File: config.mk
export PLATFORM = sky130hd
export DESIGN_NAME = osde_useq
export DESIGN_NICKNAME = d
export VERILOG_FILES = /design/src/rtl/osde_pkg.sv /design/src/rtl/osde_useq.sv
export SDC_FILE = /design/constraint.sdc
export NUM_CORES = 1
export LEC_CHECK = 0
export BUFFER_PORTS_ARGS = -buffer_cell sky130_fd_sc_hd__buf_2
export CORE_MARGIN = 2
export CORE_UTILIZATION = 45
export DETAILED_ROUTE_END_ITERATION = 10
export PLACE_DENSITY = 0.79
export SYNTH_ARGS = -nofsm -noshare
export SYNTH_HDL_FRONTEND = slang
export SYNTH_SLANG_ARGS = --single-unit
File: constraint.sdc
create_clock -name clk -period 2.54 [get_ports clk]
set_input_delay 0.762 -clock clk [delete_from_list [all_inputs] [get_ports clk]]
set_output_delay 0.762 -clock clk [all_outputs]
set_load 0.005 [all_outputs]
File: src/rtl/osde_pkg.sv
package osde_pkg;

	typedef struct packed {
		logic [2:0] command;
		logic [4:0] column;
		logic [4:0] row;
		logic [7:0] char_code;
	} osde_in_t;

	typedef struct packed {
		logic [7:0] spi_byte;
		logic       byte_valid;
		logic       last;
		logic       scan_wrapped;
	} osde_out_t;

	typedef enum logic [2:0] {
		CMD_WRITE      = 3'd0,
		CMD_SCAN       = 3'd1,
		CMD_END        = 3'd2,
		CMD_CLR_SHADOW = 3'd3,
		CMD_CLR_SCREEN = 3'd4
	} cmd_t;

	typedef enum logic [1:0] {
		CFG_PAL_MODE     = 2'd0,
		CFG_ACTIVE_LAYER = 2'd1,
		CFG_MODE_BITS    = 2'd2
	} cfg_reg_t;

	// display register map
	localparam logic [7:0] REG_MODE     = 8'h04;
	localparam logic [7:0] REG_ADDR_HI  = 8'h05;
	localparam logic [7:0] REG_ADDR_LO  = 8'h06;
	localparam logic [7:0] REG_DATA     = 8'h07;
	localparam logic [7:0] AUTO_INC_BIT = 8'h01;
	localparam logic [7:0] END_MARK     = 8'hff;
	localparam logic [7:0] SPACE_CHAR   = 8'h20;

	typedef enum logic [3:0] {
		B_REG_MODE,
		B_MODE,
		B_MODE_AI,
		B_REG_HI,
		B_POS_HI,
		B_REG_LO,
		B_POS_LO,
		B_REG_DATA,
		B_END,
		B_CUR
	} bsel_t;

	typedef enum logic [2:0] {
		M_NONE,
		M_WR_CUR,
		M_WR_CHAR,
		M_FILL_LAYER,
		M_FILL_SHADOW,
		M_INIT
	} mem_op_t;

	typedef enum logic [2:0] {
		F_NONE,
		F_AI_NEXT,
		F_ADDR_DONE,
		F_NEED_ADDR,
		F_CLOSE,
		F_POS
	} flag_op_t;

	typedef enum logic [2:0] {
		J_NEVER,
		J_ALWAYS,
		J_NOT_DIFF,
		J_RUN_OPEN,
		J_NEED_ADDR,
		J_NOT_AI,
		J_NOT_WRAPPED
	} jcond_t;

	typedef enum logic [1:0] {
		FIN_NONE,
		FIN_FLUSH,
		FIN_QUIET
	} fin_t;

	typedef enum logic {
		SQ_IDLE,
		SQ_RUN
	} seq_state_t;

	typedef logic [4:0] step_t;

	typedef struct packed {
		logic     emit;
		bsel_t    bsel;
		mem_op_t  mem;
		logic     rd_next;
		logic     latch_cur;
		logic     latch_nxt;
		logic     addr_inc;
		logic     rpt;
		flag_op_t fop;
		jcond_t   jc;
		step_t    target;
		fin_t     fin;
	} ucode_t;

	typedef struct packed {
		logic stall;
		logic diff;
		logic need_addr;
		logic auto_inc;
		logic wrapped;
		logic sweep_last;
	} osde_flags_t;

	typedef struct packed {
		logic adv;
		logic idle;
		logic finish;
	} osde_ctl_t;

	// program steps
	localparam step_t ST_SC_RD     = 5'd0;
	localparam step_t ST_SC_LATCH  = 5'd1;
	localparam step_t ST_SC_NEXT   = 5'd2;
	localparam step_t ST_SC_CHK    = 5'd3;
	localparam step_t ST_SC_MODE_R = 5'd4;
	localparam step_t ST_SC_MODE_V = 5'd5;
	localparam step_t ST_SC_HI_R   = 5'd6;
	localparam step_t ST_SC_HI_V   = 5'd7;
	localparam step_t ST_SC_LO_R   = 5'd8;
	localparam step_t ST_SC_LO_V   = 5'd9;
	localparam step_t ST_SC_DATA_R = 5'd10;
	localparam step_t ST_SC_DATA_V = 5'd11;
	localparam step_t ST_SC_SAME   = 5'd12;
	localparam step_t ST_SC_DROP   = 5'd13;
	localparam step_t ST_SC_FF_R   = 5'd14;
	localparam step_t ST_SC_FF_V   = 5'd15;
	localparam step_t ST_SC_END    = 5'd16;
	localparam step_t ST_CL        = 5'd17;
	localparam step_t ST_CL_CHK    = 5'd18;
	localparam step_t ST_CL_FF_R   = 5'd19;
	localparam step_t ST_CL_FF_V   = 5'd20;
	localparam step_t ST_CL_MODE_R = 5'd21;
	localparam step_t ST_CL_MODE_V = 5'd22;
	localparam step_t ST_CL_FIN    = 5'd23;
	localparam step_t ST_DONE      = 5'd24;
	localparam step_t ST_WR        = 5'd25;
	localparam step_t ST_CLR_SH    = 5'd26;
	localparam step_t ST_CLR_LY    = 5'd27;
	localparam step_t ST_INIT      = 5'd28;

	function automatic ucode_t ucode_rom(step_t s);
		ucode_t w;
		w = '0;
		case (s)
			ST_SC_RD: begin
				w.rd_next = 1'b0;
			end
			ST_SC_LATCH: begin
				w.rd_next = 1'b1;
				w.latch_cur = 1'b1;
			end
			ST_SC_NEXT: begin
				w.latch_nxt = 1'b1;
				w.jc = J_NOT_DIFF;
				w.target = ST_SC_SAME;
			end
			ST_SC_CHK: begin
				w.jc = J_RUN_OPEN;
				w.target = ST_SC_DATA_R;
			end
			ST_SC_MODE_R: begin
				w.emit = 1'b1;
				w.bsel = B_REG_MODE;
			end
			ST_SC_MODE_V: begin
				w.emit = 1'b1;
				w.bsel = B_MODE_AI;
				w.fop = F_AI_NEXT;
			end
			ST_SC_HI_R: begin
				w.emit = 1'b1;
				w.bsel = B_REG_HI;
			end
			ST_SC_HI_V: begin
				w.emit = 1'b1;
				w.bsel = B_POS_HI;
			end
			ST_SC_LO_R: begin
				w.emit = 1'b1;
				w.bsel = B_REG_LO;
			end
			ST_SC_LO_V: begin
				w.emit = 1'b1;
				w.bsel = B_POS_LO;
				w.fop = F_ADDR_DONE;
			end
			ST_SC_DATA_R: begin
				w.emit = 1'b1;
				w.bsel = B_REG_DATA;
				w.mem = M_WR_CUR;
			end
			ST_SC_DATA_V: begin
				w.emit = 1'b1;
				w.bsel = B_CUR;
				w.jc = J_ALWAYS;
				w.target = ST_SC_END;
			end
			ST_SC_SAME: begin
				w.jc = J_NEED_ADDR;
				w.target = ST_SC_END;
			end
			ST_SC_DROP: begin
				w.fop = F_NEED_ADDR;
				w.jc = J_NOT_AI;
				w.target = ST_SC_END;
			end
			ST_SC_FF_R: begin
				w.emit = 1'b1;
				w.bsel = B_REG_DATA;
			end
			ST_SC_FF_V: begin
				w.emit = 1'b1;
				w.bsel = B_END;
			end
			ST_SC_END: begin
				w.fop = F_POS;
				w.jc = J_NOT_WRAPPED;
				w.target = ST_DONE;
			end
			ST_CL: begin
				w.jc = J_NOT_AI;
				w.target = ST_CL_FIN;
			end
			ST_CL_CHK: begin
				w.jc = J_NEED_ADDR;
				w.target = ST_CL_MODE_R;
			end
			ST_CL_FF_R: begin
				w.emit = 1'b1;
				w.bsel = B_REG_DATA;
			end
			ST_CL_FF_V: begin
				w.emit = 1'b1;
				w.bsel = B_END;
			end
			ST_CL_MODE_R: begin
				w.emit = 1'b1;
				w.bsel = B_REG_MODE;
			end
			ST_CL_MODE_V: begin
				w.emit = 1'b1;
				w.bsel = B_MODE;
			end
			ST_CL_FIN: begin
				w.fop = F_CLOSE;
			end
			ST_DONE: begin
				w.fin = FIN_FLUSH;
			end
			ST_WR: begin
				w.mem = M_WR_CHAR;
				w.fin = FIN_FLUSH;
			end
			ST_CLR_SH: begin
				w.mem = M_FILL_SHADOW;
				w.addr_inc = 1'b1;
				w.rpt = 1'b1;
				w.fin = FIN_FLUSH;
			end
			ST_CLR_LY: begin
				w.mem = M_FILL_LAYER;
				w.addr_inc = 1'b1;
				w.rpt = 1'b1;
				w.fin = FIN_FLUSH;
			end
			ST_INIT: begin
				w.mem = M_INIT;
				w.addr_inc = 1'b1;
				w.rpt = 1'b1;
				w.fin = FIN_QUIET;
			end
			default: begin
				w.fin = FIN_QUIET;
			end
		endcase
		return w;
	endfunction

	function automatic step_t cmd_entry(logic [2:0] c);
		step_t s;
		case (c)
			CMD_WRITE:      s = ST_WR;
			CMD_SCAN:       s = ST_SC_RD;
			CMD_END:        s = ST_CL;
			CMD_CLR_SHADOW: s = ST_CLR_SH;
			CMD_CLR_SCREEN: s = ST_CLR_LY;
			default:        s = ST_DONE;
		endcase
		return s;
	endfunction

endpackage

File: src/rtl/osde_useq.sv
module osde_useq (
	input  logic                   clk,
	input  logic                   arst_n,
	input  logic                   start,
	input  logic [2:0]             command,
	input  osde_pkg::osde_flags_t  flags,
	output osde_pkg::ucode_t       cw,
	output osde_pkg::osde_ctl_t    ctl
);
	import osde_pkg::*;

	seq_state_t state_q, state_d;
	step_t      step_q, step_d;
	logic       jump;
	logic       adv;
	logic       finish;

	assign cw     = ucode_rom(step_q);
	assign adv    = (state_q == SQ_RUN) && !flags.stall;
	assign finish = (cw.fin != FIN_NONE) && (!cw.rpt || flags.sweep_last);

	assign ctl.adv    = adv;
	assign ctl.idle   = (state_q == SQ_IDLE);
	assign ctl.finish = finish;

	always_comb begin
		case (cw.jc)
			J_NEVER:       jump = 1'b0;
			J_ALWAYS:      jump = 1'b1;
			J_NOT_DIFF:    jump = !flags.diff;
			J_RUN_OPEN:    jump = !flags.need_addr && flags.auto_inc;
			J_NEED_ADDR:   jump = flags.need_addr;
			J_NOT_AI:      jump = !flags.auto_inc;
			J_NOT_WRAPPED: jump = !flags.wrapped;
			default:       jump = 1'b0;
		endcase
	end

	always_ff @(posedge clk or negedge arst_n) begin
		if (!arst_n) begin
			state_q <= SQ_RUN;
			step_q  <= ST_INIT;
		end else begin
			state_q <= state_d;
			step_q  <= step_d;
		end
	end

	always_comb begin
		state_d = state_q;
		step_d  = step_q;
		case (state_q)
			SQ_IDLE: begin
				if (start) begin
					state_d = SQ_RUN;
					step_d  = cmd_entry(command);
				end
			end
			SQ_RUN: begin
				if (adv) begin
					if (cw.rpt && !flags.sweep_last) begin
						step_d = step_q;
					end else if (finish) begin
						state_d = SQ_IDLE;
					end else if (jump) begin
						step_d = cw.target;
					end else begin
						step_d = step_q + 5'd1;
					end
				end
			end
			default: begin
				state_d = SQ_IDLE;
			end
		endcase
	end

endmodule

==> summary.txt, run 1 <==
Worst setup path
  • Critical Path Slowest Stage Cell: dfrtp_2
  • Reg2reg start: step_q[0]
  • Critical path type: flop to primary output
  • Worst path cell trace: ha_4, and3_4, ha_4, a211oi_4, o21ai_1, or3_1, buf_2
  • Setup crit start kind: flop
  • Critical path peak fanout: 4
  • Worst EP arrival: approximately 2.1 ns
  • Crit path required time: 1.78 ns
  • Crit path max-delay family: simple AND/OR/NAND/NOR gates
  • Max incr delay on CP: 0.44 ns
  • R2r setup slk: -0.11 ns
  • Crit Reg-Reg Endpoint: step_q[4]
  • WP buf/inv: 1
  • Reg2reg path depth: 11
  • Worst setup EP type: primary output
  • CP dominant cell by count: ha_4

Synthesis
  • Largest cells by area after synthesis: dfstp_2 9.2%, nor2_1 6.6%, ha_1 5.5%, mux2i_1 5.3%, dfrtp_1 4.4%
  • Yosys cell types: 55
  • Most frequent cell after synthesis: nor2_1
  • Top-area cell type share of the netlist area: 0.0924
  • Ys Warns: 0
  • Post-synth top flop: dfstp_2
  • Post-Synthesis Cells: 154
  • Syn_nets: 171
  • Avg Cell Area, Syn: ~7.4 sq um
  • #FFs+latches synth: 6
  • Commonest cells in the netlist: 20 x nor2_1, 8 x nand2_1, 7 x a21oi_1
  • Seq/Total Area, Yosys: 0.136
  • Post-synth ARST share: 1.00
  • Mapped cell area: 1140 sq um
  • EDFF count, synth: 0
  • Area leader, netlist: dfstp_2

Power and ir drop
  • Sw frac: 0.487
  • Leak: around 0.87 nW
  • Cell Pwr Density: 1450 nW/um^2
  • Clk pwr share: 0.037
  • Net Sw Power: 1.33 mW
  • Logic gate share of total power: 0.875
  • VDD IR max: about 1.1 mV
  • Cell Int Power: 1.40 mW
  • Sequential Power Share: 0.088

Timing
  • Max_slew headroom: 0.734
  • Worst Tran Pin Value: 0.399 ns
  • Crit share post-route: 1.11
  • Fin. Hold Viols: 0
  • Clock Skews: 0.000786 ns
  • Final Setup Violations: 13
  • Worst Slack Setup Final: -0.282 ns
  • Setup_tns: -1.56 ns
  • Final Max Tran Viols: 0
  • WHS: approximately 0.32 ns
  • Post-route minimum period: 2.82 ns
  • Max Clock Freq: 354 MHz
  • RSZ-0062 raised after global routing: true

Cells and area
  • P&R area growth vs syn: 66.2%
  • Layout cells sized above 1: 0.590
  • ANT cells: 0
  • Fin area: 1890 sq um
  • Register area: 161 sq um
  • # fillers: 158
  • Final net count: between 200 and 250
  • Multi-input gate area: 1090 sq um

Placement
  • RePlAce Congestion: 0.893
  • Dpl cell area: 1450 sq um
  • IO Port Bufs: 40
  • DP Wirelength: 2700 um

Drt
  • Drt pass-1 iters: 4
  • DRT iter0 DRCs: 65
  • Residual DRC: 0
  • Post-DRT Antenna Nets: 0
  • Routed vias: 1568
  • WL final: between 4000 and 5000 um
  • Drt via density: 6.22
  • Wirelength per Cell: 18.8 um

Clock tree
  • CTS Sinks: 6
  • Clock Path Buffers: 2
  • Clock transition at path regs: 0.05 ns
  • H-tree depth: 1
  • CTS Hold Buffers Added: 0
  • CTS tree: built
  • Root buf cell: clkbuf_4
  • Worst skew pair latency: 0.25 ns
  • Total CTS buffers: 3

Floorplan
  • Num rows: 18
  • Die Y: 54.3 um
  • Initial Util: 0.468
  • DIE WIDTH: 54.3 um
  • IO Pins: 41
  • Die area: 2950 sq um
  • Core outline area: 2430 sq um

Flow run
  • Max-Cap Viols: 0

Global routing
  • Global Route Usage Sum: 0.266
  • Vias in the first global route: about 1300
  • Initial antenna violation count: 0
  • Pin count of the biggest net entering global routing: 19
  • Gr ovfl total: 0
  • First-pass GRT wire length: 5800 um

Run status
  • Failing checks: negative setup slack
  • Status: complete, but fails checks

Hold path
  • Worst min path class: primary input to async pin
==> stage by stage <==
| step | total power, mW | cells | utilization | setup WS (ns) |
|---|---|---|---|---|
| 6_report | 2.74 | 252 | 0.777 | -0.282 |
| 3_5_place_dp | 1.81 | 227 | 0.597 | -0.0214 |
| 3_3_place_gp | 1.76 | 227 | 0.597 | 0.0411 |
| 4_1_cts | 2.04 | 237 | 0.647 | -0.227 |
| 2_1_floorplan | 1.29 | 154 | - | -0.0165 |
| 5_1_grt | 2.89 | 252 | 0.777 | -0.364 |
==> layer usage <==
layer	track usage	up-vias	wire, um
met3	0.0328	19	310
met1	0.311	755	1920
li1	-	705	-
met2	0.478	89	2350
met4	0.125	0	150
met5	0	-	0
==> state kept, by name, summed over array words and instances (netlist names) <==
signal,flops
state_q,1
step_q,5
==> power groups by stage <==
stage	combinational, mW	sequential (mW)	clock, mW
final	2.39	0.240	0.102
after CTS	1.72	0.218	0.105
after global placement	1.53	0.229	0
after floorplan	1.10	0.192	0
after global routing	2.54	0.245	0.112
after detailed placement	1.58	0.231	0
==> worst register-to-register path: cells and delay by family (launching register included) <==
| family | cells | cell delay (ns) |
|---|---|---|
| multiplexers | 1 | 0.18 |
| AO/OA/AOI/OAI | 2 | 0.62 |
| buffers and inverters | 4 | 0.47 |
| AND/OR/NAND/NOR | 3 | 0.69 |
| flip-flops | 1 | 0.44 |
| adder cells (fa/ha/maj) | 1 | 0.15 |
==> repair_timing <==
item,CTS,global route
pin swaps,4,12
endpoints found under the setup margin,9,24
hold endpoints to repair,0,0
buffers inserted,6,15
resized for setup,15,45
==> cell type report <==
| cell class | instances | area share |
|---|---|---|
| Tap cell | 30 | 0.0199 |
| Timing Repair Buffer | 80 | 0.287 |
| Inverter | 7 | 0.0179 |
| Multi-Input combinational cell | 125 | 0.576 |
| Clock buffer | 4 | 0.0139 |
| Sequential cell | 6 | 0.0854 |
==> logic make-up (layout without fill, tap and decap cells) <==
logic type | after synthesis | after routing | share of synthesized area
AOI/OAI and AO/OA | 38 | 38 | 0.267
muxes | 6 | 6 | 0.0528
and+or+nand+nor | 74 | 74 | 0.370
adders and majority gates | 5 | 5 | 0.0550
DFF | 6 | 6 | 0.136
buffers and inverters | 23 | 91 | 0.103
xor gates and xnor gates | 2 | 2 | 0.0154
==> cell usage in the layout (no fill, tap or decap), drive strengths merged, types with 5 or more instances in the layout <==
cell type  netlist  layout
a21oi            7       7
buf             13      80
ha               5       5
inv              7       7
mux2i            6       6
nand2            8       8
nand2b           6       6
nor2            21      21
nor3             6       6
o21ai            6       6
==> worst max path at each step <==
stage	start	endpoint	cells after the start
final	step_q[0]	cw[25]	7
after floorplan	step_q[1]	ctl[0]	9
after CTS	step_q[1]	ctl[0]	8
after detailed placement	step_q[1]	cw[25]	7
after global routing	step_q[0]	cw[25]	7
after global placement	step_q[1]	ctl[0]	8
(Power assumes the default switching activity.)
==> inputs of run 2 (changes only) <==
- RECOVER_POWER: unset -> 25
==> run 2 against run 1 <==
The flow still finishes with violations (negative setup slack). Highest routed layer unchanged. Flip-flop and latch count stayed put. Combinational power hardly changed. Maximum frequency hardly changed. Register-to-register slack hardly changed. Wire length hardly changed. Sequential share of layout area hardly changed. Largest power group unchanged. Critical path depth stayed put.
==> summary.txt, run 2 (same netlist as run 1, synthesis figures left out) <==
Run status
  • Failing checks: negative setup slack
  • Status: complete, but fails checks

Cells and area
  • # fillers: between 150 and 200
  • Most common cell after layout, fill and taps aside: buf_2
  • Fin area: 1890 sq um
  • Commonest cells after routing, fill and taps aside: 39 x buf_2, 31 x buf_4, 16 x nor2_1
  • P&R area growth vs syn: 66.1%
  • Layout cells sized above 1: 0.586
  • Top flop regs: step_q (5), state_q (1)
  • ANT cells: 0
  • Number of flip-flops in the largest register: 5
  • Final net count: 240
  • Final Instance Count excl. Fillers: 252
  • Largest reg by FF count: step_q
  • Final design utilization: 0.777

Floorplan
  • Die area: 2950 sq um
  • DIE WIDTH: 54.3 um
  • Core outline area: 2430 sq um
  • Die Y: roughly 54 um
  • Num rows: 18
  • IO Pins: 41
  • Initial Util: 0.468

Timing
  • Final Max Tran Viols: 0
  • Final Setup Violations: 13
  • Clock Skews: 0.000779 ns
  • Worst Tran Pin Value: 0.396 ns
  • Max Clock Freq: approximately 350 MHz
  • Fin. Hold Viols: 0
  • Max_slew headroom: 0.736
  • Post-route minimum period: 2.82 ns
  • Worst Slack Setup Final: -0.281 ns
  • RSZ-0062 raised after global routing: true
  • Crit share post-route: 1.11

Power and ir drop
  • Leak: 0.865 nW
  • Cell Pwr Density: between 1000 and 1500 nW/um^2
  • VDD IR max: 1.06 mV

Worst setup path
  • Worst path cell trace: ha_4, and3_4, ha_4, a211oi_4, o21ai_1, or3_1, buf_2
  • Worst setup EP type: primary output
  • Reg2reg start: step_q[0]
  • Setup crit start kind: flop
  • CP dominant cell by count: ha_4
  • Worst EP arrival: 2.06 ns
  • Critical path peak fanout: 4
  • Crit path required time: 1.78 ns
  • Crit Reg-Reg Endpoint: step_q[4]
  • Max incr delay on CP: about 0.44 ns
  • WP buf/inv: 1
  • R2r setup slk: -0.11 ns
  • Reg2reg path depth: 11
  • Critical Path Slowest Stage Cell: dfrtp_2
  • Crit path max-delay family: simple AND/OR/NAND/NOR gates
  • Critical path type: flop to primary output
  • Crit. Startpoint: step_q[0]

Global routing
  • Global Route Usage Sum: 0.266
  • Initial antenna violation count: 0
  • First-pass GRT wire length: 5800 um
  • Pin count of the biggest net entering global routing: 19
  • Vias in the first global route: 1339
  • Gr ovfl total: 0

Drt
  • Drt via density: 6.25
  • Routed vias: roughly 1600
  • Post-DRT Antenna Nets: 0
  • DRT iter0 DRCs: 65
  • Residual DRC: 0
  • Wirelength per Cell: roughly 19 um
  • Drt pass-1 iters: 4
  • WL final: ~4700 um

Placement
  • Dpl cell area: ~1500 sq um
  • DP Cell Count: around 230
  • IO Port Bufs: 40
  • RePlAce Congestion: 0.893
  • DP Wirelength: 2700 um

Clock tree
  • Root buf cell: clkbuf_4
  • Worst skew pair latency: about 0.25 ns
  • CTS Sinks: 6
  • CTS tree: built
  • Clock transition at path regs: 0.05 ns
  • H-tree depth: 1
  • Total CTS buffers: 3
  • Clock Path Buffers: 2

Hold path
  • Worst min path class: primary input to async pin

Flow run
  • Max-Cap Viols: 0
[run 2: cell count changes in the layout (fill, tap and decap cells not counted), sizes merged]
cell    delta
buf        -1
clkbuf     +1
[run 2: metrics by stage]
| step | setup WS, ns | hold WS [ns] | TNS (ns) | total power [mW] |
|---|---|---|---|---|
| 2_1_floorplan | -0.0165 | 0.466 | -0.0165 | 1.29 |
| 5_1_grt | -0.364 | 0.384 | -2.67 | 2.89 |
| 3_5_place_dp | -0.0214 | 0.525 | -0.0414 | 1.81 |
| 3_3_place_gp | 0.0411 | 0.526 | 0 | 1.76 |
| 6_report | -0.281 | 0.375 | -1.53 | 2.73 |
| 4_1_cts | -0.227 | 0.313 | -1.05 | 2.04 |
[run 2: worst max path at each step]
stage | end | slack, ns | cells past startpoint
4_1_cts | ctl[0] | -0.23 | 8
6_report | cw[25] | -0.28 | 7
3_3_place_gp | ctl[0] | 0.04 | 8
2_1_floorplan | ctl[0] | -0.02 | 9
3_5_place_dp | cw[25] | -0.02 | 7
5_1_grt | cw[25] | -0.36 | 7
[run 2: final cells by class]
cell class	count	area [sq um]	share of cell area
inverters	7	33.8	0.0179
flip-flops and latches	6	161	0.0854
clock buffers	4	26.3	0.0139
multi-input cells	125	1090	0.576
repair buffers	80	542	0.287
well taps	30	37.5	0.0199
[run 2: layer usage]
| layer | track usage | vias to the layer above | share of wire |
|---|---|---|---|
| li1 | - | 705 | - |
| met1 | 0.311 | 759 | 0.40 |
| met2 | 0.478 | 90 | 0.50 |
| met3 | 0.0328 | 20 | 0.067 |
| met4 | 0.125 | 0 | 0.031 |
| met5 | 0 | - | 0 |
[run 2: where the power goes]
part / leakage (nW) / internal, mW / switching (mW)
Combinational: 0.785 / 1.18 / 1.21
Clock: 0.0150 / 0.0600 / 0.0419
Sequential: 0.0649 / 0.159 / 0.0800
Total: 0.865 / 1.40 / 1.33
[run 2: repair_timing]
item | in CTS | in global routing
gates resized for setup | 15 | 45
pin swaps | 4 | 12
cloned | 0 | 0
buffers inserted | 6 | 15
setup endpoints to repair | 9 | 24
hold buffers | 0 | 0
==> inputs of run 3 (changes only) <==
- CELL_PAD_IN_SITES_DETAIL_PLACEMENT: unset -> 1
- CELL_PAD_IN_SITES_GLOBAL_PLACEMENT: unset -> 1
- CORE_UTILIZATION: 45 -> 31
- PLACE_DENSITY: 0.79 -> 0.78
==> run 3 against run 2 <==
The flow still finishes with violations (negative setup slack). Clock skew is 0.0047 ns higher. First-iteration DRC count rose by 60%. Sequential power barely moved. Largest cell class unchanged. Flip-flop and latch count is the same. Critical endpoint unchanged. Clock-buffer cell count unchanged.
==> summary.txt, run 3 (same netlist as run 1, synthesis figures left out) <==
Worst setup path
  • Worst EP arrival: 2.06 ns
  • Critical path type: flop to primary output
  • CP dominant cell by count: ha_4
  • Critical path peak fanout: 4
  • Crit Reg-Reg Endpoint: step_q[4]
  • Worst setup EP type: primary output
  • Setup crit start kind: flop
  • R2r setup slk: -0.11 ns
  • Crit path required time: around 1.8 ns
  • Critical Path Slowest Stage Cell: dfrtp_2
  • Reg2reg start: step_q[0]
  • Reg2reg path depth: 10
  • Max incr delay on CP: 0.45 ns
  • Worst path cell trace: ha_4, and3_4, ha_4, a211oi_4, o21ai_1, or3_1, buf_2

Power and ir drop
  • VDD IR max: 0.607 mV
  • Clk pwr share: 0.061
  • Net Sw Power: 1.31 mW
  • Sw frac: 0.484
  • Logic gate share of total power: 0.849
  • Total power: 2.70 mW
  • Leak: 0.882 nW
  • Cell Pwr Density: approximately 1400 nW/um^2
  • Sequential Power Share: 0.090
  • Cell Int Power: roughly 1.4 mW

Timing
  • Worst Slack Setup Final: -0.282 ns
  • Clock Skews: roughly 0.0055 ns
  • WHS: 0.406 ns
  • Max Clock Freq: 354 MHz
  • Post-route minimum period: approximately 2.8 ns
  • Setup_tns: -1.76 ns
  • Final Setup Violations: 11
  • RSZ-0062 raised after global routing: true
  • Final Max Tran Viols: 0
  • Worst Tran Pin Value: 0.474 ns
  • Max_slew headroom: 0.679
  • Crit share post-route: 1.11
  • Fin. Hold Viols: 0

Hold path
  • Worst min path class: primary input to async pin

Global routing
  • Global Route Usage Sum: 0.213
  • First-pass GRT wire length: 7010 um
  • Pin count of the biggest net entering global routing: 21
  • Gr ovfl total: 0
  • Initial antenna violation count: 1
  • Vias in the first global route: 1453

Drt
  • Post-DRT Antenna Nets: 0
  • WL final: 5150 um
  • Residual DRC: 0
  • DRT iter0 DRCs: 104
  • Drt pass-1 iters: 4
  • Drt via density: 5.51
  • Wirelength per Cell: ~19 um
  • Routed vias: 1522

Floorplan
  • Num rows: 22
  • Core outline area: 3610 sq um
  • Die area: between 4000 and 5000 sq um
  • IO Pins: 41
  • DIE WIDTH: 64.6 um
  • Die Y: 64.6 um
  • Initial Util: 0.315

Placement
  • IO Port Bufs: 40
  • RePlAce Congestion: 0.791
  • Pre-CTS WS: -0.0461 ns
  • DP Cell Count: around 250
  • DP Wirelength: about 3100 um

Cells and area
  • Largest reg by FF count: step_q
  • Multi-input gate area: ~1000 sq um
  • Final net count: 245
  • P&R area growth vs syn: 65.3%
  • Top flop regs: step_q (5), state_q (1)
  • Final Instance Count excl. Fillers: 276
  • Layout cells sized above 1: 0.546
  • Number of flip-flops in the largest register: 5
  • Register area: 164 sq um
  • # fillers: 460
  • Commonest cells after routing, fill and taps aside: 42 x buf_4, 39 x buf_2, 20 x nor2_1
  • Most common cell after layout, fill and taps aside: buf_4

Clock tree
  • CTS tree: built
  • CTS Sinks: 6
  • Clock Path Buffers: 2
  • Clock transition at path regs: 0.04 ns
  • Root buf cell: clkbuf_8
  • Worst skew pair latency: 0.24 ns
  • CTS Hold Buffers Added: 0
  • Total CTS buffers: 3
  • H-tree depth: 1

Run status
  • Status: complete, but fails checks
  • Failing checks: negative setup slack

Flow run
  • Max-Cap Viols: 0
==> run 3: changes by cell type in the layout (fill, tap and decap cells not counted), sizes merged <==
cell / change
diode: +1
buf: +5
==> run 3: worst max-delay path: cells and delay by family, from the launching register on <==
family,cells,cell delay (ns)
adder cells (fa/ha/maj),2,0.36
flip-flops,1,0.45
AND/OR/NAND/NOR,2,0.50
buffers and inverters,1,0.13
AO/OA/AOI/OAI,2,0.39
==> run 3: power by group through the flow <==
stage	combinational [mW]	sequential [mW]	clock, mW
after global placement	1.63	0.248	0
final	2.29	0.242	0.165
after floorplan	1.10	0.192	0
after CTS	1.89	0.232	0.159
after global routing	2.46	0.246	0.171
after detailed placement	1.67	0.250	0
==> run 3: worst max-delay path by stage <==
stage | startpoint | endpoint | slack, ns | depth (start not counted)
floorplan | step_q[1] | ctl[0] | -0.02 | 9
global placement | step_q[0] | step_q[1] | 0.001 | 9
detailed placement | step_q[0] | step_q[1] | -0.05 | 9
CTS | step_q[0] | ctl[0] | -0.16 | 8
global route | step_q[0] | ctl[0] | -0.34 | 8
finish | step_q[0] | cw[25] | -0.28 | 7
==> run 3: routing by layer <==
metal | vias to the layer above | part of all wire | global-route usage
li1 | 716 | - | -
met1 | 734 | 0.40 | 0.260
met2 | 54 | 0.51 | 0.384
met3 | 18 | 0.046 | 0.0139
met4 | 0 | 0.045 | 0.0904
met5 | - | 0 | 0
==> run 3: through the flow <==
step | area, sq um | util
after floorplan | 1180 | -
after global placement | 1530 | 0.425
after detailed placement | 1530 | 0.425
after CTS | 1700 | 0.473
after global routing | 1880 | 0.522
final | 1880 | 0.522
==> run 3: cell type report <==
class	count	share of cell area
Antenna cell	1	0.00133
Clock buffer	4	0.0240
Inverter	7	0.0153
Multi-Input combinational cell	125	0.547
Sequential cell	6	0.0872
Tap cell	48	0.0319
Timing Repair Buffer	85	0.293
==> run 3: what timing repair did <==
item / 4_1_cts / 5_1_grt
gates resized for setup: 18 / 20
pin swaps: 1 / 9
setup endpoints to repair: 13 / 18
buffers inserted: 8 / 10
